## src/design/ngfe_pkg.sv

```systemverilog
// Shared types and constants for the NMEA GGA/GLL field extractor.
// No dependencies.
package ngfe_pkg;

  // default field capacity in bytes, range 1 to 15
  localparam int FIELD_MAX_DEF = 15;
  localparam int SLOTS         = 4;
  localparam int LEN_W         = 4;

  // ascii codes that steer the parser
  localparam logic [7:0] CH_DOLLAR = 8'h24;
  localparam logic [7:0] CH_COMMA  = 8'h2C;
  localparam logic [7:0] CH_G      = 8'h47;
  localparam logic [7:0] CH_A      = 8'h41;
  localparam logic [7:0] CH_L      = 8'h4C;

  // comma counts of a complete sentence
  localparam logic [3:0] GGA_COMMAS = 4'd14;
  localparam logic [3:0] GLL_COMMAS = 4'd7;
  localparam logic [3:0] COMMA_SAT  = 4'd15;
  localparam logic [2:0] POS_SAT    = 3'd5;

  // result kinds
  localparam logic [1:0] KIND_BYTE    = 2'd0;
  localparam logic [1:0] KIND_END     = 2'd1;
  localparam logic [1:0] KIND_DAMAGED = 2'd2;

  // emission sequencer
  typedef enum logic [2:0] {
    ST_IDLE,
    ST_SLOT,
    ST_RDATA,
    ST_END,
    ST_DMG
  } state_e;

endpackage

```

## src/design/ngfe_ram.sv

```systemverilog
// Generic single-write, single-read synchronous RAM with registered read data.
// Depends on ngfe_pkg for default sizes.
module ngfe_ram import ngfe_pkg::*; #(
  parameter int WIDTH = 8,
  parameter int DEPTH = SLOTS * FIELD_MAX_DEF,
  localparam int AW   = (DEPTH > 1) ? $clog2(DEPTH) : 1
) (
  input  logic             clk_i,
  input  logic             we_i,
  input  logic [AW-1:0]    waddr_i,
  input  logic [WIDTH-1:0] wdata_i,
  input  logic             re_i,
  input  logic [AW-1:0]    raddr_i,
  output logic [WIDTH-1:0] rdata_o
);

  logic [WIDTH-1:0] mem_q [DEPTH];
  logic [WIDTH-1:0] rdata_q;

  // write port
  always_ff @(posedge clk_i) begin
    if (we_i) begin
      mem_q[waddr_i] <= wdata_i;
    end
  end

  // read port, data held until the next read
  always_ff @(posedge clk_i) begin
    if (re_i) begin
      rdata_q <= mem_q[raddr_i];
    end
  end

  assign rdata_o = rdata_q;

endmodule

```

## src/design/nmea_gga_gll_field_extractor.sv

```systemverilog
// An ordinary byte is taken while input is not stalled and gives no result.
// A '$' closing a bad sentence enters the damaged state, which loads the
// damaged result once the output is free. A '$' closing a good sentence
// starts a burst paced by the store's single read port with registered read
// data (one read and one output load per byte); input stalls during the burst.
// Reset clears all control state; the field store is left unwritten, no clear.
module nmea_gga_gll_field_extractor import ngfe_pkg::*; #(
  parameter int FIELD_MAX = FIELD_MAX_DEF
) (
  input  logic       clk_i,
  input  logic       rst_ni,
  input  logic       in_valid_i,
  output logic       in_stall_o,
  input  logic [7:0] in_byte_i,
  output logic       out_valid_o,
  input  logic       out_stall_i,
  output logic [1:0] kind_o,
  output logic [7:0] out_byte_o,
  output logic [1:0] field_slot_o,
  output logic       truncated_o,
  output logic       last_o
);

  localparam int DEPTH = SLOTS * FIELD_MAX;
  localparam int AW    = (DEPTH > 1) ? $clog2(DEPTH) : 1;
  localparam logic [LEN_W-1:0] FMAX = LEN_W'(FIELD_MAX);

  // slot of the open field: {captured, slot}
  function automatic logic [2:0] slot_of(input logic [3:0] cc, input logic gga);
    logic [2:0] r;
    r = 3'b000;
    priority if (cc >= 4'd1 && cc <= 4'd4) r = {1'b1, 2'(cc - 4'd1)};
    else if (gga && cc == 4'd5) r = 3'b100;
    else if (gga && cc == 4'd6) r = 3'b101;
    else if (gga && cc == 4'd7) r = 3'b110;
    else if (gga && cc == 4'd9) r = 3'b111;
    else r = 3'b000;
    return r;
  endfunction

  state_e state_q, state_d;

  logic             in_sent_q, in_sent_d;
  logic [2:0]       pos_q, pos_d;
  logic [7:0]       type_q [3];
  logic [7:0]       type_d [3];
  logic [7:0]       type_upd [3];
  logic [3:0]       comma_q, comma_d, comma_upd;
  logic [LEN_W-1:0] len_q [SLOTS];
  logic [LEN_W-1:0] len_d [SLOTS];
  logic             ovf_q [SLOTS];
  logic             ovf_d [SLOTS];
  logic [1:0]       s_q, s_d;
  logic [LEN_W-1:0] i_q, i_d;

  logic             out_valid_q, out_valid_d;
  logic [1:0]       kind_q;
  logic [7:0]       byte_q;
  logic [1:0]       slot_q;
  logic             trunc_q, last_q;

  logic             in_acc, is_dollar, is_comma, ok, out_free;
  logic [2:0]       sel;
  logic             rd_en, load_byte, load_end, load_dmg;
  logic             mem_we;
  logic [AW-1:0]    waddr, raddr;
  logic [7:0]       rdata;

  assign in_stall_o = (state_q != ST_IDLE);
  assign in_acc     = in_valid_i && !in_stall_o;
  assign is_dollar  = (in_byte_i == CH_DOLLAR);
  assign is_comma   = (in_byte_i == CH_COMMA);
  assign out_free   = !out_valid_q || !out_stall_i;

  assign ok = ((type_q[0] == CH_G) && (type_q[1] == CH_G) && (type_q[2] == CH_A) &&
               (comma_q == GGA_COMMAS)) ||
              ((type_q[0] == CH_G) && (type_q[1] == CH_L) && (type_q[2] == CH_L) &&
               (comma_q == GLL_COMMAS));

  // type letters and comma count as updated by the current byte
  always_comb begin
    type_upd = type_q;
    if (pos_q >= 3'd2 && pos_q <= 3'd4) begin
      type_upd[2'(pos_q - 3'd2)] = in_byte_i;
    end
    comma_upd = comma_q;
    if (is_comma && comma_q < COMMA_SAT) begin
      comma_upd = comma_q + 4'd1;
    end
  end

  assign sel = slot_of(comma_upd, (type_upd[0] == CH_G) && (type_upd[1] == CH_G) &&
                                  (type_upd[2] == CH_A));

  // store write for a captured field byte
  assign mem_we = in_acc && in_sent_q && !is_dollar && !is_comma && sel[2] &&
                  (len_q[sel[1:0]] < FMAX);
  assign waddr  = AW'(32'(sel[1:0]) * FIELD_MAX + 32'(len_q[sel[1:0]]));
  assign raddr  = AW'(32'(s_q) * FIELD_MAX + 32'(i_q));

  ngfe_ram #(
    .WIDTH(8),
    .DEPTH(DEPTH)
  ) u_store (
    .clk_i  (clk_i),
    .we_i   (mem_we),
    .waddr_i(waddr),
    .wdata_i(in_byte_i),
    .re_i   (rd_en),
    .raddr_i(raddr),
    .rdata_o(rdata)
  );

  // next state
  always_comb begin
    state_d = state_q;
    unique case (state_q)
      ST_IDLE: begin
        if (in_acc && is_dollar && in_sent_q) begin
          state_d = ok ? ST_SLOT : ST_DMG;
        end
      end
      ST_SLOT:  state_d = (i_q < len_q[s_q]) ? ST_RDATA : ST_END;
      ST_RDATA: if (out_free) state_d = ST_SLOT;
      ST_END: begin
        if (out_free) state_d = (s_q == 2'(SLOTS - 1)) ? ST_IDLE : ST_SLOT;
      end
      ST_DMG:   if (out_free) state_d = ST_IDLE;
      default:  state_d = ST_IDLE;
    endcase
  end

  // sequencer outputs
  always_comb begin
    rd_en     = 1'b0;
    load_byte = 1'b0;
    load_end  = 1'b0;
    load_dmg  = 1'b0;
    unique case (state_q)
      ST_IDLE:  ;
      ST_SLOT:  rd_en = (i_q < len_q[s_q]);
      ST_RDATA: load_byte = out_free;
      ST_END:   load_end = out_free;
      ST_DMG:   load_dmg = out_free;
      default:  ;
    endcase
  end

  // sentence state update
  always_comb begin
    in_sent_d = in_sent_q;
    pos_d     = pos_q;
    type_d    = type_q;
    comma_d   = comma_q;
    len_d     = len_q;
    ovf_d     = ovf_q;
    if (in_acc) begin
      if (is_dollar) begin
        in_sent_d = 1'b1;
        pos_d     = '0;
        type_d    = '{default: 8'h00};
        comma_d   = '0;
        if (!(in_sent_q && ok)) begin
          len_d = '{default: '0};
          ovf_d = '{default: 1'b0};
        end
      end else if (in_sent_q) begin
        type_d  = type_upd;
        comma_d = comma_upd;
        if (pos_q < POS_SAT) pos_d = pos_q + 3'd1;
        if (sel[2]) begin
          if (is_comma) begin
            len_d[sel[1:0]] = '0;
            ovf_d[sel[1:0]] = 1'b0;
          end else if (len_q[sel[1:0]] < FMAX) begin
            len_d[sel[1:0]] = len_q[sel[1:0]] + LEN_W'(1);
          end else begin
            ovf_d[sel[1:0]] = 1'b1;
          end
        end
      end
    end
    // a slot is released once its end marker has gone out
    if (load_end) begin
      len_d[s_q] = '0;
      ovf_d[s_q] = 1'b0;
    end
  end

  // burst counters
  always_comb begin
    s_d = s_q;
    i_d = i_q;
    if (state_q == ST_IDLE && state_d == ST_SLOT) begin
      s_d = '0;
      i_d = '0;
    end else if (load_byte) begin
      i_d = i_q + LEN_W'(1);
    end else if (load_end) begin
      s_d = s_q + 2'd1;
      i_d = '0;
    end
  end

  // output beat valid
  always_comb begin
    out_valid_d = out_valid_q;
    if (load_byte || load_end || load_dmg) out_valid_d = 1'b1;
    else if (!out_stall_i)                 out_valid_d = 1'b0;
  end

  // control registers
  always_ff @(posedge clk_i or negedge rst_ni) begin
    if (!rst_ni) begin
      state_q     <= ST_IDLE;
      in_sent_q   <= 1'b0;
      pos_q       <= '0;
      type_q      <= '{default: 8'h00};
      comma_q     <= '0;
      len_q       <= '{default: '0};
      ovf_q       <= '{default: 1'b0};
      s_q         <= '0;
      i_q         <= '0;
      out_valid_q <= 1'b0;
    end else begin
      state_q     <= state_d;
      in_sent_q   <= in_sent_d;
      pos_q       <= pos_d;
      type_q      <= type_d;
      comma_q     <= comma_d;
      len_q       <= len_d;
      ovf_q       <= ovf_d;
      s_q         <= s_d;
      i_q         <= i_d;
      out_valid_q <= out_valid_d;
    end
  end

  // output beat payload
  always_ff @(posedge clk_i) begin
    if (load_byte) begin
      kind_q  <= KIND_BYTE;
      byte_q  <= rdata;
      slot_q  <= s_q;
      trunc_q <= 1'b0;
      last_q  <= 1'b0;
    end else if (load_end) begin
      kind_q  <= KIND_END;
      byte_q  <= 8'h00;
      slot_q  <= s_q;
      trunc_q <= ovf_q[s_q];
      last_q  <= (s_q == 2'(SLOTS - 1));
    end else if (load_dmg) begin
      kind_q  <= KIND_DAMAGED;
      byte_q  <= 8'h00;
      slot_q  <= 2'd0;
      trunc_q <= 1'b0;
      last_q  <= 1'b1;
    end
  end

  assign out_valid_o  = out_valid_q;
  assign kind_o       = kind_q;
  assign out_byte_o   = byte_q;
  assign field_slot_o = slot_q;
  assign truncated_o  = trunc_q;
  assign last_o       = last_q;

  // store is written only while no burst reads it
  a_no_write_in_burst: assert property (@(posedge clk_i) disable iff (!rst_ni)
    mem_we |-> (state_q == ST_IDLE))
    else $error("field store written during emission");

  // field lengths never pass capacity
  a_len_cap: assert property (@(posedge clk_i) disable iff (!rst_ni)
    (len_q[0] <= FMAX) && (len_q[1] <= FMAX) && (len_q[2] <= FMAX) && (len_q[3] <= FMAX))
    else $error("field length above capacity");

  // a damaged result always closes the burst
  a_dmg_last: assert property (@(posedge clk_i) disable iff (!rst_ni)
    (out_valid_o && kind_o == KIND_DAMAGED) |-> last_o)
    else $error("damaged result without last");

  // last end marker belongs to the final slot
  a_end_last_slot: assert property (@(posedge clk_i) disable iff (!rst_ni)
    (out_valid_o && kind_o == KIND_END && last_o) |-> (field_slot_o == 2'(SLOTS - 1)))
    else $error("last marker on wrong slot");

  // a burst ends in idle with slots 0 and 3 released
  a_burst_clears: assert property (@(posedge clk_i) disable iff (!rst_ni)
    (load_end && s_q == 2'(SLOTS - 1)) |=>
      (state_q == ST_IDLE) && (len_q[0] == '0) && (len_q[3] == '0))
    else $error("slots not released after burst");

endmodule

```

## config.mk

```make
export PLATFORM = sky130hd
export DESIGN_NAME = nmea_gga_gll_field_extractor
export DESIGN_NICKNAME = d
export VERILOG_FILES = /design/src/design/ngfe_pkg.sv /design/src/design/ngfe_ram.sv /design/src/design/nmea_gga_gll_field_extractor.sv
export SDC_FILE = /design/constraint.sdc
export NUM_CORES = 1
export LEC_CHECK = 0
export ABC_AREA = 1
export BUFFER_PORTS_ARGS = -buffer_cell sky130_fd_sc_hd__clkbuf_2
export CORE_ASPECT_RATIO = 0.6
export CORE_MARGIN = 5
export CORE_UTILIZATION = 30
export DETAILED_ROUTE_END_ITERATION = 8
export SYNTH_ARGS = -nofsm -noshare
export SYNTH_HDL_FRONTEND = slang
export SYNTH_HIERARCHICAL = 1
export SYNTH_SLANG_ARGS = --single-unit
export TNS_END_PERCENT = 100
```

## constraint.sdc

```tcl
create_clock -name clk_i -period 6.7 [get_ports clk_i]
set_clock_uncertainty 0.15 [all_clocks]
set_input_delay 1.005 -clock clk_i [delete_from_list [all_inputs] [get_ports clk_i]]
set_output_delay 1.005 -clock clk_i [all_outputs]
set_load 0.05 [all_outputs]
```

==> results of run 1 <==
[power groups by stage]
stage	registers [mW]	logic, mW	clock network, mW
after global placement	4.52	6.02	0
after global routing	4.49	6.80	3.18
after CTS	4.45	6.07	3.02
final	4.46	6.22	2.97
after detailed placement	4.52	6.05	0
after floorplan	4.46	4.03	0
[area by class of cell]
class                   instances  share of cell area
clock buffers                  55              0.0419
clock inverters                35              0.0134
inverters                     222              0.0282
multi-input cells            1750               0.275
flip-flops and latches        564               0.557
well taps                    1161              0.0488
repair buffers                146              0.0358
[state kept, by name (all words and copies together), names as in the netlist]
register	flops
field_slot_o	2
pos_q	3
last_o	1
in_sent_q	1
i_q	4
len_q	16
s_q	2
comma_q	4
u_store/mem_q	480
u_store/rdata_o	8
out_valid_o	1
out_byte_o	8
type_q	24
ovf_q	4
state_q	3
kind_o	2
truncated_o	1
[cell families (layout without fill, tap and decap cells)]
kind of cell    after synthesis  in the layout
buf+inv                     350            458
compound gates              173            173
simple gates               1530           1530
xor+xnor                      8              8
fa+ha+maj                    39             39
flops                       564            564
[path summary, 6_finish.rpt]
check,from,to,cells after the start
max,pos_q[1],u_store/mem_q[51][0],24
min,kind_o[1],kind_o[1],2
max reg2reg,pos_q[1],u_store/mem_q[51][0],24
min reg2reg,kind_o[1],kind_o[1],2
max in group asynchronous,rst_ni,comma_q[3],2
min in group asynchronous,rst_ni,s_q[0],2
[cells in the mapped netlist (2+ instances only)]
cell / instances
ha_1: 32
fa_1: 7
nand2_4: 6
buf_1: 14
nand2_1: 840
nor2_1: 162
edfxtp_1: 498
a211oi_1: 2
nand3_2: 3
a21oi_2: 6
o41ai_1: 2
nor3_1: 12
inv_1: 213
nor2_2: 6
xnor2_1: 5
o22ai_1: 21
o21ai_0: 63
xor2_1: 3
a21oi_1: 46
o211ai_1: 9
inv_2: 5
a32o_1: 3
buf_4: 25
nand3_1: 463
nand4_1: 13
nand2_2: 7
o21ai_1: 11
dfrtp_1: 62
clkinv_1: 3
o21ai_2: 2
nor4_1: 9
buf_6: 14
dfxtp_1: 4
nand3b_1: 3
buf_2: 43
clkbuf_1: 32
[worst reg2reg max path, cell delays in order (launching register included)]
cell and delay, ps:
dfrtp_1 460, o21ai_4 460, buf_4 340, nand2_4 180, nand2_1 90, nand2_1 90, nor2_1 110, nand2_1 80
nor2_1 180, nand2_1 70, nor2_1 220, o211ai_1 170, o21bai_2 320, nand3_1 140, nand2_2 160, inv_1 80
fa_1 490, ha_1 350, a21oi_1 140, nand2_1 80, xor2_1 310, nand3_1 450, buf_4 330, nor2_1 120
buf_4 190
[metal layers]
| layer | track usage | vias to the layer above | part of all wire | wire length [um] |
|---|---|---|---|---|
| met3 | 0.0616 | 66 | 0.14 | 10400 |
| met4 | 0.0197 | 0 | 0.0097 | 745 |
| met2 | 0.194 | 927 | 0.36 | 27700 |
| li1 | - | 9142 | - | - |
| met1 | 0.267 | 9436 | 0.50 | 38200 |
| met5 | 0 | - | 0 | 0 |
==> run metrics, run 1 <==
synthesized area=26300 sq um; Resize count post-CTS=0; port buffer count=27; Detailed Route WL=77000 um; placed cells=3843; Final Setup Violations=0; total number of yosys warnings=6; relative slew slack=0.185; Post-synth EDFFs=498; Fin. Hold Viols=0; GRT Overall Usage=0.161; fmax=165 MHz; antenna violations before repair=3; layout cell share with drive strength beyond 1=0.0985; CTS tree=done; highest cell delay on the worst timing path=490 ps; family with the most delay on the worst path=simple AND/OR/NAND/NOR gates; Net Sw Power=6.10 mW; Yosys top cell by area=edfxtp_1; IO Pins=28; DRT antenna net count=0; Num CTS Buffers=49; pre-CTS setup slack=295 ps; vias per cell=4.98; P_int=7.55 mW; Top cell by count, worst path=nand2_1; die span in y=239 um; nets=2784; H-tree levels=2; top cells by area, synth=edfxtp_1 57%, nand2_1 12%, nand3_1 8.8%; peak supply drop=0.419 mV; share of the synthesized area in compound gates (AO/OA/AOI/OAI)=0.0382; Syn Area/Cell=9.87 sq um; largest net degree at the start of global routing=155; placed cell areas=28100 sq um; flops & latches, synth=564; Core Area=87200 sq um; critical path startpoint category=flop; outcome=finished clean; largest family of logic cells by synthesized area=simple AND/OR/NAND/NOR gates; Reg clk slew, reported paths=70 ps; Die ar.=93900 sq um; post-synth top area share=0.569; DR iter-0 viols=2564; Least-Margin Pin Slew=1220 ps; worst endpoint required time=6850 ps; worst hold slack=305 ps; Synth Net Count=2715; clk root buf=clkbuf_16; Filler Cell Count=8848; ant diodes=0; post-synthesis adder-cell area fraction=0.0206; RSZ-0062 raised after global routing=false; final worst slack=631 ps; Detail Placement HPWL=50600 um; Most used DFF post-synth=edfxtp_1; Clk Latency, worst-skew pair=620 ps; Hold-fix buffers, CTS=0; max-cap viol count=0; crit path kind=flop to flop; Comb power frac=0.456; most common cell after layout, fill and taps aside=nand2_1; GRT overflow=0; Tmin final=6070 ps; sequential share of power=0.327; R2R setup slack=630 ps; worst path cell trace=o21ai_4 -> buf_4 -> nand2_4 -> nand2_1 -> nand2_1 -> nor2_1 -> nand2_1 -> nor2_1 -> nand2_1 -> nor2_1 -> o211ai_1 -> o21bai_2 -> nand3_1 -> nand2_2 -> inv_1 -> fa_1 -> ha_1 -> a21oi_1 -> nand2_1 -> xor2_1 -> nand3_1 -> buf_4 -> nor2_1 -> buf_4; Leak=11.7 nW; Seq/Total Area, Yosys=0.631; most frequent cells in the layout=840 x nand2_1, 498 x edfxtp_1, 463 x nand3_1, 211 x inv_1, 162 x nor2_1; Post-Layout Cell Count=3933; Unique masters post-synth=51; clock power share=0.218; detailed-route via count=19571; Starting Density=0.302; Worst EP arrival=6220 ps; switching part of the total=0.447; Final GP Congestion=0.892; Die X=392 um; total power=13.7 mW; Cells after Synth=2664; Critical Path Slowest Stage Cell=fa_1; CP bufs+invs=4; Worst Hold Class=flop to flop; XOR/XNOR Fraction of Synth Area=0.00266; max-slew violation count=0; Final TNS setup=0 ps; Non-Filler Cell Area, Final=29800 sq um; Crit Path Max Fanout=17; vias in the first global route=17799; Layout area overhead=13.3%; Synth Area in Simple Gates=0.248; first-pass GRT wire length=115000 um; critical path capture point type=flop; Post CTS Setup Buffer Count=0; Multi-input gate area=8200 sq um; Pwr Density=458 nW/um^2; Clock Sink Count=564; async set or reset register ratio after synthesis=0.110; mux share of post-synthesis cell area=0; Avg WL per Cell=19.6 um; post-route clock period utilization=0.906; Pre-antenna DRT Iters=8; clock buffer depth=3; register area=16600 sq um; Final Core Density=0.341; row cnt=84; DRC=0
Note: power is estimated with default switching activity, not from simulation.
==> run 2: changes to the inputs <==
--- a/config.mk
+++ b/config.mk
@@ -6,11 +6,11 @@
 export NUM_CORES = 1
 export LEC_CHECK = 0
 export ABC_AREA = 1
-export BUFFER_PORTS_ARGS = -buffer_cell sky130_fd_sc_hd__clkbuf_2
 export CORE_ASPECT_RATIO = 0.6
-export CORE_MARGIN = 5
+export CORE_MARGIN = 2
 export CORE_UTILIZATION = 30
 export DETAILED_ROUTE_END_ITERATION = 8
+export DONT_BUFFER_PORTS = 1
 export SYNTH_ARGS = -nofsm -noshare
 export SYNTH_HDL_FRONTEND = slang
 export SYNTH_HIERARCHICAL = 1
==> run metrics, run 2 (synthesized netlist as in run 1, its figures left out) <==
Core Area=87200 sq um (unchanged); Largest Register=u_store/mem_q; Final GP Congestion=0.915 (+2.5%); final worst slack=733 ps (+101 ps); Net Sw Power=6.17 mW (+1.0%); Worst EP arrival=6120 ps (-100 ps); GRT Overall Usage=0.162 (+0.000638); Fin. Hold Viols=0 (unchanged); IO Pins=28 (unchanged); worst endpoint required time=6850 ps (about the same); family with the most delay on the worst path=simple AND/OR/NAND/NOR gates; DRC=0 (unchanged); Critical Path Slowest Stage Cell=fa_1; critical path startpoint category=flop; DR iter-0 viols=2476 (-3.4%); vias per cell=4.93 (-0.98%); Filler Cell Count=8846 (-0.023%); DRT antenna net count=0 (unchanged); switching part of the total=0.449 (+0.00238); post-route clock period utilization=0.891 (-0.0151); flip-flop count of the largest register after layout=480 (unchanged); Pre-antenna DRT Iters=5 (-3); fmax=168 MHz (+1.7%); Worst Hold Class=primary input to asynchronous set/reset pin; vias in the first global route=17735 (-0.36%); largest net degree at the start of global routing=162 (+4.5%); Reg clk slew, reported paths=70 ps (about the same); Pwr Density=465 nW/um^2 (+1.5%); Least-Margin Pin Slew=1300 ps (+75.8 ps); Clk Latency, worst-skew pair=620 ps (about the same); Avg WL per Cell=18.7 um (-4.3%); Detail Placement HPWL=45200 um (-11%); detailed-route via count=19123 (-2.3%); Detailed Route WL=72800 um (-5.5%); Num CTS Buffers=49 (unchanged); crit path kind=flop to flop; Final Setup Violations=0 (unchanged); Die ar.=90100 sq um (-4.0%); Final TNS setup=0 ps (unchanged); highest cell delay on the worst timing path=590 ps (+100 ps); relative slew slack=0.135 (-0.0506); most common cell after layout, fill and taps aside=nand2_1; sequential share of power=0.326 (about the same); die span in y=233 um (-2.5%); Starting Density=0.302 (unchanged); layout cell share with drive strength beyond 1=0.0783 (-0.0201); outcome=finished clean; top flop regs=u_store/mem_q: 480 flops, type_q: 24 flops, len_q: 16 flops; most frequent cells in the layout=840 x nand2_1, 498 x edfxtp_1, 463 x nand3_1, 211 x inv_1, 162 x nor2_1; Comb power frac=0.455 (about the same); Die X=386 um (-1.5%); H-tree levels=2 (unchanged); Clock Sink Count=564 (unchanged); Leak=11.5 nW (-1.8%); Tmin final=5970 ps (-101 ps); GRT overflow=0 (unchanged); first-pass GRT wire length=112000 um (-2.9%); pre-CTS setup slack=429 ps (+134 ps); clock buffer depth=3 (unchanged); clk root buf=clkbuf_16; RSZ-0062 raised after global routing=false; CTS tree=done; max-slew violation count=0 (unchanged); nets=2733 (-1.8%); Layout area overhead=12.1%; P_int=7.55 mW (about the same); antenna violations before repair=1 (-2); critical path capture point type=flop; CP bufs+invs=7 (+3); port buffer count=0 (-100%); peak supply drop=0.558 mV (+33%); row cnt=84 (unchanged); Crit Path Max Fanout=18 (+1); worst hold slack=122 ps (-183 ps); max-cap viol count=0 (unchanged); clock power share=0.218 (about the same)
## run 2: cell count changes in the layout (fill, tap and decap cells not counted), sizes merged
cell      change
buf          -26
clkbuf       -21
clkinv        -4
clkinvlp      -4
diode         +1
inv           +2
## run 2: path summary, 6_finish.rpt
check,slack [ps],to,cells past startpoint,from
max,730,u_store/mem_q[20][1],26,pos_q[1]
min,120,type_q[22],1,rst_ni
max reg2reg,730,u_store/mem_q[20][1],26,pos_q[1]
min reg2reg,390,in_sent_q,2,in_sent_q
max in group asynchronous,5980,out_valid_o,1,rst_ni
min in group clk_i,330,u_store/mem_q[46][6],0,in_byte_i[6]
## run 2: through the flow
step	std cells	cell area (sq um)	util	power [mW]
5_1_grt	3880	29500	0.338	14.6
4_1_cts	3880	29500	0.338	13.6
3_3_place_gp	3791	27800	0.319	10.6
6_report	3881	29500	0.338	13.7
3_5_place_dp	3791	27800	0.319	10.6
2_1_floorplan	2664	26300	-	8.49
## run 2: cell type report
cell class / instances / area, sq um / area share
clock inverters: 29 / 340 / 0.0115
inverters: 222 / 841 / 0.0285
repair buffers: 95 / 771 / 0.0261
diodes: 1 / 2.50 / 0.0000849
multi-input cells: 1750 / 8190 / 0.278
well taps: 1161 / 1450 / 0.0493
flip-flops and latches: 564 / 16600 / 0.563
clock buffers: 59 / 1310 / 0.0443
## run 2: power by group through the flow
stage	clock (mW)	combinational (mW)	sequential, mW
floorplan	0	4.03	4.46
global placement	0	6.03	4.54
detailed placement	0	6.03	4.54
CTS	3.04	6.07	4.47
global route	3.20	6.85	4.51
finish	3.00	6.25	4.48
## run 2: layer usage
| layer | global-route usage | vias to the layer above | wire length (um) |
|---|---|---|---|
| met1 | 0.263 | 9192 | 36000 |
| met4 | 0.0214 | 0 | 801 |
| li1 | - | 9036 | - |
| met5 | 0 | - | 0 |
| met3 | 0.0506 | 72 | 8560 |
| met2 | 0.206 | 823 | 27400 |
## run 2: repair_timing
item,CTS,global route
hold buffers,1,0
endpoints found under the hold margin,62,0
setup buffers,0,0
gates resized for setup,0,0
==> run 3: changes to the inputs <==
--- a/config.mk
+++ b/config.mk
@@ -8,7 +8,7 @@
 export ABC_AREA = 1
 export CORE_ASPECT_RATIO = 0.6
 export CORE_MARGIN = 2
-export CORE_UTILIZATION = 30
+export CORE_UTILIZATION = 48
 export DETAILED_ROUTE_END_ITERATION = 8
 export DONT_BUFFER_PORTS = 1
 export SYNTH_ARGS = -nofsm -noshare
==> run metrics, run 3 (synthesized netlist as in run 1, its figures left out) <==
relative slew slack=0.184 (+0.0494); RSZ-0062 raised after global routing=false; H-tree levels=2 (unchanged); fmax=161 MHz (-3.9%); Clk Latency, worst-skew pair=600 ps (-20 ps); Final TNS setup=0 ps (unchanged); ant diodes=0 (-1); most common cell after layout, fill and taps aside=nand2_1; Die X=306 um (-21%); flip-flop count of the largest register after layout=480 (unchanged); largest net degree at the start of global routing=166 (+2.5%); Pwr Density=468 nW/um^2 (+0.67%); IO Pins=28 (unchanged); outcome=finished clean; Clock Sink Count=564 (unchanged); final worst slack=492 ps (-240 ps); Detail Placement HPWL=44800 um (-0.82%); Core Area=54200 sq um (-38%); pre-CTS setup slack=334 ps (-94.7 ps); P_int=7.67 mW (+1.5%); Starting Density=0.486 (+0.184); sequential share of power=0.331 (+0.005); Worst EP arrival=6280 ps (+160 ps); critical path startpoint category=flop; clock buffer depth=3 (unchanged); peak supply drop=0.360 mV (-35%); Crit Path Max Fanout=10 (-8); row cnt=66 (-21%); Fin. Hold Viols=0 (unchanged); antenna violations before repair=0 (-1); Final GP Congestion=0.955 (+4.4%); crit path kind=flop to flop; R2R setup slack=490 ps (-240 ps); Largest Register=u_store/mem_q; max-cap viol count=0 (unchanged); DRC=0 (unchanged); Tmin final=6210 ps (+240 ps); Reg clk slew, reported paths=60 ps (about the same); Die ar.=56700 sq um (-37%); die span in y=185 um (-21%); worst reg2reg path depth=27 (+3.8%); layout cell share with drive strength beyond 1=0.0791 (+0.000794); Pre-antenna DRT Iters=5 (unchanged); DR iter-0 viols=2518 (+1.7%); Layout area overhead=10.1%; Avg WL per Cell=21.0 um (+12%); top flop regs=u_store/mem_q: 480 flops, type_q: 24 flops, len_q: 16 flops; first-pass GRT wire length=109000 um (-2.8%); post-route clock period utilization=0.927 (+0.0359); clk root buf=clkbuf_16; switching part of the total=0.435 (-0.0145); vias in the first global route=17857 (+0.69%); CTS tree=done; Comb power frac=0.438 (-0.017); worst endpoint required time=6770 ps (-80 ps); clock power share=0.231 (+0.013); nets=2726 (-0.26%); Net Sw Power=5.90 mW (-4.3%); DRT antenna net count=0 (unchanged); detailed-route via count=19543 (+2.2%); GRT overflow=0 (unchanged); Final Setup Violations=0 (unchanged); Final Core Density=0.535 (+0.197); vias per cell=5.70 (+16%); Num CTS Buffers=52 (+6.1%); port buffer count=0 (unchanged); GRT Overall Usage=0.253 (+0.0919); Least-Margin Pin Slew=1220 ps (-72.7 ps); max-slew violation count=0 (unchanged); most frequent cells in the layout=840 x nand2_1, 498 x edfxtp_1, 463 x nand3_1, 211 x inv_1, 160 x nor2_1; Detailed Route WL=72000 um (-1.0%); critical path capture point type=flop; Leak=11.5 nW (about the same); Worst Hold Class=primary input to asynchronous set/reset pin
==> run 3: worst paths after layout <==
check,start,to
worst max-delay path,pos_q[0],u_store/mem_q[35][5]
worst min-delay path,rst_ni,state_q[1]
worst max register to register,pos_q[0],u_store/mem_q[35][5]
worst min register to register,type_q[16],type_q[16]
max in group asynchronous,rst_ni,type_q[20]
min in group clk_i,in_byte_i[4],u_store/mem_q[18][4]
==> run 3: per-stage QoR <==
stage / power [mW] / instance area, sq um / hold slack (ps) / cells
final: 13.6 / 29000 / 133 / 3431
after global routing: 14.4 / 29000 / 137 / 3431
after CTS: 13.5 / 29000 / 124 / 3431
after detailed placement: 10.3 / 27200 / 374 / 3334
after global placement: 10.2 / 27200 / 365 / 3334
after floorplan: 8.49 / 26300 / 319 / 2664
==> run 3: per-layer routing <==
layer	part of all wire	global-route usage
met2	0.40	0.340
met5	0	0
met3	0.11	0.0744
met1	0.48	0.402
met4	0.014	0.0490
==> run 3: area by class of cell <==
cell class	count	area (sq um)
timing repair buffer	85	683
clock inverter	36	445
fill	4818	25200
clock buffer	60	1330
tap	714	893
inverter	222	840
sequential	564	16600
multi-input combinational	1750	8190
==> run 3: worst max-delay path, stage by stage, from the launching register on <==
cell and delay [ps]:
dfrtp_1 430, inv_1 140, ha_1 480, inv_1 260, nand2_1 110, nand2_1 50, nand3_1 80, nand2_1 80
inv_1 80, nand2_1 60, nor2_1 100, nand2_1 90, nor2_2 220, nand3_2 150, nand2_4 110, nor2_1 60
nor2_2 330, nand3_1 150, nand2_2 160, inv_1 80, fa_1 480, ha_1 340, a21oi_1 150, nand2_1 80
xor2_1 190, inv_1 150, nand4_1 420, nor2_1 670
==> run 3: power groups by stage <==
stage / clock (mW) / sequential [mW] / combinational [mW]
2_1_floorplan: 0 / 4.46 / 4.03
3_3_place_gp: 0 / 4.55 / 5.67
3_5_place_dp: 0 / 4.55 / 5.76
4_1_cts: 3.19 / 4.48 / 5.80
5_1_grt: 3.33 / 4.52 / 6.51
6_report: 3.14 / 4.49 / 5.94
==> run 3: what timing repair did <==
item,in CTS,in global routing
setup buffers,0,0
endpoints found under the setup margin,0,16
hold buffers,1,0
hold endpoints to repair,62,0
gates resized for setup,0,2
